## src/fsl_pkg.sv

```systemverilog
package fsl_pkg;

    // default pool size
    localparam int POOL_SLOTS_DEF = 256;

    // payload widths fixed by the channel formats
    localparam int SLOT_W = 8;

    // operation codes
    localparam logic OP_ALLOC = 1'b0;
    localparam logic OP_FREE  = 1'b1;

    // status codes
    localparam logic STATUS_DONE  = 1'b0;
    localparam logic STATUS_EMPTY = 1'b1;

    // request beat
    typedef struct packed {
        logic              operation;
        logic [SLOT_W-1:0] slot_in;
    } req_t;

    // response beat
    typedef struct packed {
        logic [SLOT_W-1:0] slot_out;
        logic              status;
    } rsp_t;

endpackage

```

## src/fsl_chan_if.sv

```systemverilog
interface fsl_req_if;
    import fsl_pkg::*;

    logic valid;
    logic ready;
    req_t payload;

    modport source (output valid, output payload, input ready);
    modport sink (input valid, input payload, output ready);
endinterface

interface fsl_rsp_if;
    import fsl_pkg::*;

    logic valid;
    logic ready;
    rsp_t payload;

    modport source (output valid, output payload, input ready);
    modport sink (input valid, input payload, output ready);
endinterface

```

## src/fsl_ram.sv

```systemverilog
module fsl_ram #(
    parameter int WIDTH  = 9,
    parameter int DEPTH  = 256,
    parameter int ADDR_W = $clog2(DEPTH)
) (
    input  logic              clk,
    input  logic              we,
    input  logic [ADDR_W-1:0] waddr,
    input  logic [WIDTH-1:0]  wdata,
    input  logic              re,
    input  logic [ADDR_W-1:0] raddr,
    output logic [WIDTH-1:0]  rdata
);

    logic [WIDTH-1:0] mem [DEPTH];
    logic [WIDTH-1:0] rdata_reg;

    // write port
    always_ff @(posedge clk)
    begin
        if (we)
        begin
            mem[waddr] <= wdata;
        end
    end

    // registered read, holds between reads
    always_ff @(posedge clk)
    begin
        if (re)
        begin
            rdata_reg <= mem[raddr];
        end
    end

    assign rdata = rdata_reg;

endmodule

```

## src/free_list_slot_allocator.sv

```systemverilog
// channel  modport  beat contents
// -------  -------  ----------------------------------------------
// req      sink     operation (alloc / free), slot_in
// rsp      source   slot_out, status (done / pool exhausted)
//
// a free or an allocate from an empty pool needs no load state
// an allocate that pops a slot reads the link memory, then reloads the head in ST_LOAD
// after reset a clearing pass writes every link memory entry with req.ready low
// a response waits in an output register; req is taken while it drains in the same cycle
// a stalled rsp holds req.ready low until the waiting beat is taken

module free_list_slot_allocator #(
    parameter int POOL_SLOTS = fsl_pkg::POOL_SLOTS_DEF
) (
    input  logic      clk,
    input  logic      rst_n,
    fsl_req_if.sink   req,
    fsl_rsp_if.source rsp
);
    import fsl_pkg::*;

    localparam int IDX_W  = $clog2(POOL_SLOTS);
    localparam int LINK_W = $clog2(POOL_SLOTS + 1);
    localparam logic [LINK_W-1:0] LINK_END = LINK_W'(POOL_SLOTS);
    localparam logic [IDX_W-1:0]  IDX_LAST = IDX_W'(POOL_SLOTS - 1);

    // sequencer states
    localparam logic [1:0] ST_INIT = 2'd0;
    localparam logic [1:0] ST_RUN  = 2'd1;
    localparam logic [1:0] ST_LOAD = 2'd2;

    logic [1:0]        state_reg, state_next;
    logic [IDX_W-1:0]  init_idx_reg, init_idx_next;
    logic [LINK_W-1:0] head_reg, head_next;
    logic              out_valid_reg, out_valid_next;
    logic [SLOT_W-1:0] out_slot_reg, out_slot_next;
    logic              out_status_reg, out_status_next;

    logic              accept;
    logic              is_free;
    logic              in_range;
    logic              head_empty;
    logic              ram_we;
    logic [IDX_W-1:0]  ram_waddr;
    logic [LINK_W-1:0] ram_wdata;
    logic              ram_re;
    logic [IDX_W-1:0]  ram_raddr;
    logic [LINK_W-1:0] ram_rdata;

    // link table
    fsl_ram #(
        .WIDTH (LINK_W),
        .DEPTH (POOL_SLOTS),
        .ADDR_W(IDX_W)
    ) u_link_ram (
        .clk  (clk),
        .we   (ram_we),
        .waddr(ram_waddr),
        .wdata(ram_wdata),
        .re   (ram_re),
        .raddr(ram_raddr),
        .rdata(ram_rdata)
    );

    // handshake and request decode
    assign req.ready  = (state_reg == ST_RUN) && (!out_valid_reg || rsp.ready);
    assign accept     = req.valid && req.ready;
    assign is_free    = (req.payload.operation == OP_FREE);
    assign in_range   = (32'(req.payload.slot_in) < 32'(POOL_SLOTS));
    assign head_empty = (head_reg == LINK_END);

    // memory port control: clearing pass or push on free, pop read on alloc
    always_comb
    begin
        if (state_reg == ST_INIT)
        begin
            ram_we    = 1'b1;
            ram_waddr = init_idx_reg;
            ram_wdata = LINK_W'(init_idx_reg) + LINK_W'(1);
        end
        else
        begin
            ram_we    = accept && is_free && in_range;
            ram_waddr = IDX_W'(req.payload.slot_in);
            ram_wdata = head_reg;
        end
        ram_re    = accept && !is_free && !head_empty;
        ram_raddr = head_reg[IDX_W-1:0];
    end

    // sequencer and head update
    always_comb
    begin
        state_next    = state_reg;
        init_idx_next = init_idx_reg;
        head_next     = head_reg;
        case (state_reg)
            ST_INIT:
            begin
                init_idx_next = init_idx_reg + IDX_W'(1);
                if (init_idx_reg == IDX_LAST)
                begin
                    state_next    = ST_RUN;
                    init_idx_next = '0;
                end
            end
            ST_RUN:
            begin
                if (accept)
                begin
                    if (is_free)
                    begin
                        if (in_range)
                        begin
                            head_next = LINK_W'(req.payload.slot_in);
                        end
                    end
                    else if (!head_empty)
                    begin
                        state_next = ST_LOAD;
                    end
                end
            end
            ST_LOAD:
            begin
                head_next  = ram_rdata;
                state_next = ST_RUN;
            end
            default:
            begin
                state_next = ST_INIT;
            end
        endcase
    end

    // response register
    always_comb
    begin
        out_valid_next  = out_valid_reg;
        out_slot_next   = out_slot_reg;
        out_status_next = out_status_reg;
        if (accept)
        begin
            out_valid_next = 1'b1;
            if (is_free)
            begin
                out_slot_next   = req.payload.slot_in;
                out_status_next = STATUS_DONE;
            end
            else if (head_empty)
            begin
                out_slot_next   = '0;
                out_status_next = STATUS_EMPTY;
            end
            else
            begin
                out_slot_next   = SLOT_W'(head_reg);
                out_status_next = STATUS_DONE;
            end
        end
        else if (rsp.ready)
        begin
            out_valid_next = 1'b0;
        end
    end

    // control registers
    always_ff @(posedge clk or negedge rst_n)
    begin
        if (!rst_n)
        begin
            state_reg     <= ST_INIT;
            init_idx_reg  <= '0;
            head_reg      <= '0;
            out_valid_reg <= 1'b0;
        end
        else
        begin
            state_reg     <= state_next;
            init_idx_reg  <= init_idx_next;
            head_reg      <= head_next;
            out_valid_reg <= out_valid_next;
        end
    end

    // response payload
    always_ff @(posedge clk)
    begin
        out_slot_reg   <= out_slot_next;
        out_status_reg <= out_status_next;
    end

    assign rsp.valid            = out_valid_reg;
    assign rsp.payload.slot_out = out_slot_reg;
    assign rsp.payload.status   = out_status_reg;

endmodule

```

## src/flat_wrapper.sv

```systemverilog
// flat-port wrapper written by rule: the top's interface ports become plain ports
module free_list_slot_allocator_flat import fsl_pkg::*;
#(
    parameter int POOL_SLOTS = fsl_pkg::POOL_SLOTS_DEF
)
  (clk, rst_n, req_valid, req_payload, req_ready, rsp_valid, rsp_payload, rsp_ready);
  fsl_req_if req_i ();
  fsl_rsp_if rsp_i ();
  input  logic clk;
  input  logic rst_n;
  input wire logic [$bits(req_i.valid)-1:0] req_valid;
  input wire logic [$bits(req_i.payload)-1:0] req_payload;
  output wire logic [$bits(req_i.ready)-1:0] req_ready;
  output wire logic [$bits(rsp_i.valid)-1:0] rsp_valid;
  output wire logic [$bits(rsp_i.payload)-1:0] rsp_payload;
  input wire logic [$bits(rsp_i.ready)-1:0] rsp_ready;
  assign req_i.valid = req_valid;
  assign req_i.payload = req_payload;
  assign req_ready = req_i.ready;
  assign rsp_valid = rsp_i.valid;
  assign rsp_payload = rsp_i.payload;
  assign rsp_i.ready = rsp_ready;
  free_list_slot_allocator #(.POOL_SLOTS(POOL_SLOTS)) u_core (.clk(clk), .rst_n(rst_n), .req(req_i), .rsp(rsp_i));
endmodule
```

## config.mk

```make
export PLATFORM = sky130hd
export DESIGN_NAME = free_list_slot_allocator_flat
export DESIGN_NICKNAME = d
export VERILOG_FILES = /design/src/fsl_pkg.sv /design/src/fsl_chan_if.sv /design/src/fsl_ram.sv /design/src/free_list_slot_allocator.sv /design/src/flat_wrapper.sv
export SDC_FILE = /design/constraint.sdc
export NUM_CORES = 2
export LEC_CHECK = 0
export ABC_AREA = 0
export BUFFER_PORTS_ARGS = -buffer_cell sky130_fd_sc_hd__buf_2
export CORE_ASPECT_RATIO = 1.4
export CORE_UTILIZATION = 58
export CTS_CLUSTER_SIZE = 10
export DETAILED_ROUTE_END_ITERATION = 12
export HOLD_SLACK_MARGIN = 0.15
export PLACE_DENSITY_LB_ADDON = 0.25
export SETUP_SLACK_MARGIN = 0.2
export SYNTH_ARGS = -nofsm -noshare
export SYNTH_HDL_FRONTEND = slang
export SYNTH_HIERARCHICAL = 1
export SYNTH_SLANG_ARGS = --single-unit
```

## constraint.sdc

```tcl
create_clock -name clk -period 18.8 [get_ports clk]
set_input_delay 0 -clock clk [delete_from_list [all_inputs] [get_ports clk]]
set_output_delay 0 -clock clk [all_outputs]
set_load 0.02 [all_outputs]
```

==> results.py <==
metrics = {
    "timing": {
        "hold_viol_final": 0,
        "grt_setup_unrepaired": "no",
        "period_needed_ns": 6.24,
        "timing.fmax_ghz": 0.160,
        "maxSlewViolCount": 0,
        "fin_setup_tns_ns": 0,
        "relSlewSlack_pct": 3.20,
        "setup_viol": 0,
        "layout_worst_path_cycle_share_pct": 33.2,
        "worst_slew_pin_slew_ns": 1.45,
        "hold_ws_ns": 0.217,
        "setup_ws_ns": 12.56,
        "skew_ns": 0.0479,
    },
    "pwr": {
        "p_int_mw": 8.39,
        "p_per_area_nw_per_um2": 102,
        "p_clk_share_pct": 44.8,
        "p_sw_mw": 1.88,
        "finalPower_mw": 10.3,
        "switching_share_pct": 18.3,
        "vdd_drop_max_v": 0.000104,
        "p_seq_share_pct": 55.1,
        "leakage_nw": 33.7,
        "p_comb_share_pct": 0.1,
    },
    "synthesis": {
        "netlist_area_um2": 91100,
        "synth_top_cells_by_count": "edfxtp_1, mux4_2, nor2_1",
        "yosysTopAreaCell": "edfxtp_1",
        "synthCells": 4423,
        "synthArstFlopShare_pct": 0.854,
        "ys_seq_elements": 2342,
        "yosys_most_used_dff": "edfxtp_1",
        "syn_avg_cell_area_um2": 20.6,
        "synth_seq_area_share_pct": 77.1,
        "synth-edff-count": 2322,
        "yosysWarnings": 6,
        "yosysTopAreaCellShare_pct": 76.6,
        "synthTopCellsByArea": "edfxtp_1, mux4_2, mux2i_1, a22oi_1, nor2_1",
        "yosysMostFrequentCell": "edfxtp_1",
        "synth_cell_types": 71,
        "syn-num-nets": 4437,
    },
    "global_routing": {
        "grt_use_total_pct": 29.4,
        "grt_pass1_vias": 46436,
        "grt_antenna_before_repair": 6,
        "grt-ovfl-total": 0,
        "grt_pass1_wl_um": 328000,
        "grt_start_max_net_pins": 229,
    },
    "critical_path": {
        "cp-start-kind": "flop",
        "worst_path_max_delay_cell": "dfrtp_4",
        "crit_path_max_incr_delay_ns": 1.02,
        "cp_num_buf_inv": 4,
        "crit_chain": "buf_4 > buf_4 > buf_4 > buf_4 > mux4_2 > a22oi_1 > o31a_1 > o21ai_0 > a211oi_1 > nor4_1",
        "required_ns": 19.42,
        "reg2reg_depth": 10,
        "crit_fanout": 51,
        "crit_family": "buffers and inverters",
        "cpMostUsedCell": "buf_4",
        "r2r-start": "u_core/head_reg[0]",
        "cp.arrival_ns": 6.85,
        "reg2reg_to": "u_core/u_link_ram/rdata[4]",
        "critPathLaunch": "u_core/head_reg[0]",
        "worstSetupPathType": "flop to flop",
        "end_kind": "flop",
        "ff2ff_setup_slack_ns": 12.56,
    },
    "floorplan": {
        "die_h_um": 471,
        "pin_count": 24,
        "dieWidth_um": 337,
        "die_area_um2": 159000,
        "fp.coreArea_um2": 156000,
        "rows": 171,
        "start_util_pct": 58.5,
    },
    "min_path": {
        "hold_path_startpoint": "rsp_ready",
        "hp-class": "input pin to flop",
        "whs_path_depth": 4,
        "hold_path_end": "u_core/rsp.valid",
    },
    "final_layout": {
        "utilization_pct": 64.8,
        "multi_input_area_um2": 19400,
        "fin_area_um2": 101000,
        "fill_cells": 10075,
        "regArea_um2": 70200,
        "largest_reg_flops": 2304,
        "final_cells": 6696,
        "syn_to_final_growth_pct": 10.8,
        "layout.nets": 4604,
        "drive_above_1_share_pct": 20.8,
    },
    "clock_network": {
        "holdBufCountCts": 31,
        "clk_pin_slew_worst_paths_ns": 0.06,
        "htree_levels": 5,
        "cts_setup_buffers": 0,
        "ctsResizeCount": 0,
        "cts_tree": "done",
        "cts_sinks": 2342,
        "cts_buffer_depth": 4,
        "root_buffer": "clkbuf_16",
        "worstSkewPairLatency_ns": 0.91,
        "cts_made_buffers": 285,
    },
    "detailed_routing": {
        "drt_iter0_drc": 5535,
        "drtPass1Iterations": 5,
        "ant_nets": 0,
        "drcViolationCount": 0,
        "vias": 45881,
        "wire_per_inst_um": 34.2,
        "routed_via_density": 6.85,
        "wl_um": 229000,
    },
    "outcome": {
        "status": "finished clean",
    },
    "place": {
        "io_buffers": 23,
        "hpwl_um": 139000,
        "gp_congestion": 0.941,
        "postPlaceCellArea_um2": 93100,
        "pre_cts_slack_ns": 12.49,
        "dp_cells": 6348,
    },
    "job": {
        "max_cap_viol_count": 0,
    },
}
tightest hold or removal path, stage by stage:
cell,delay (ns)
dlygate4sd3_1,0.54
buf_2,0.12
and2b_4,0.29
or2_2,0.12
worst max path at each step:
stage,end,slack (ns),cells past startpoint
floorplan,u_core/u_link_ram/mem[0][6],5.69,5
global placement,u_core/u_link_ram/rdata[8],12.57,10
detailed placement,u_core/u_link_ram/rdata[4],12.49,10
CTS,u_core/u_link_ram/rdata[4],12.48,10
global route,u_core/u_link_ram/rdata[4],12.18,10
finish,u_core/u_link_ram/rdata[4],12.56,10
final cells by class:
cell class	instances	area share, %
clock buffers	303	7.24
well taps	2076	2.58
clock inverters	7	0.0881
inverters	3	0.0112
multi-input cells	1807	19.2
flip-flops and latches	2342	69.7
diodes	7	0.0174
repair buffers	151	1.22
layout by cell type, fill, tap and decap left out, drive strengths merged, types with 65 or more instances in the layout:
cell    synthesis  final
mux4          476    476
edfxtp       2322   2322
a21oi         101    101
mux2i         178    178
nand2         102    102
clkbuf        123    303
nor2          319    319
o22ai          65     65
buf           148    120
a22oi         174    174
power by group through the flow:
stage	Clock, mW	Sequential, mW	Combinational, mW
floorplan	0	5.76	0.00193
global placement	0	5.76	0.00559
detailed placement	0	5.76	0.00556
CTS	4.66	5.65	0.00977
global route	4.84	5.65	0.0106
finish	4.60	5.66	0.0101
logic make-up (layout without fill, tap and decap cells):
| family | after synthesis | count (layout) | share of synthesized area [%] |
|---|---|---|---|
| simple gates | 598 | 598 | 2.95 |
| fa+ha+maj | 1 | 1 | 0.0137 |
| mux | 683 | 683 | 14.1 |
| compound gates | 516 | 516 | 3.89 |
| other cells | 0 | 7 | 0 |
| xor+xnor | 9 | 9 | 0.0866 |
| buf+inv | 274 | 464 | 1.81 |
| flops | 2342 | 2342 | 77.1 |
metal layers:
metal	share of wire, %	wire length [um]	global-route usage [%]
met1	34	78300	36.5
met2	50	116000	48.2
met3	8.9	20300	5.68
met4	6.5	14900	17.1
met5	0.0070	16	0
Note: power is estimated with default switching activity, not from simulation.
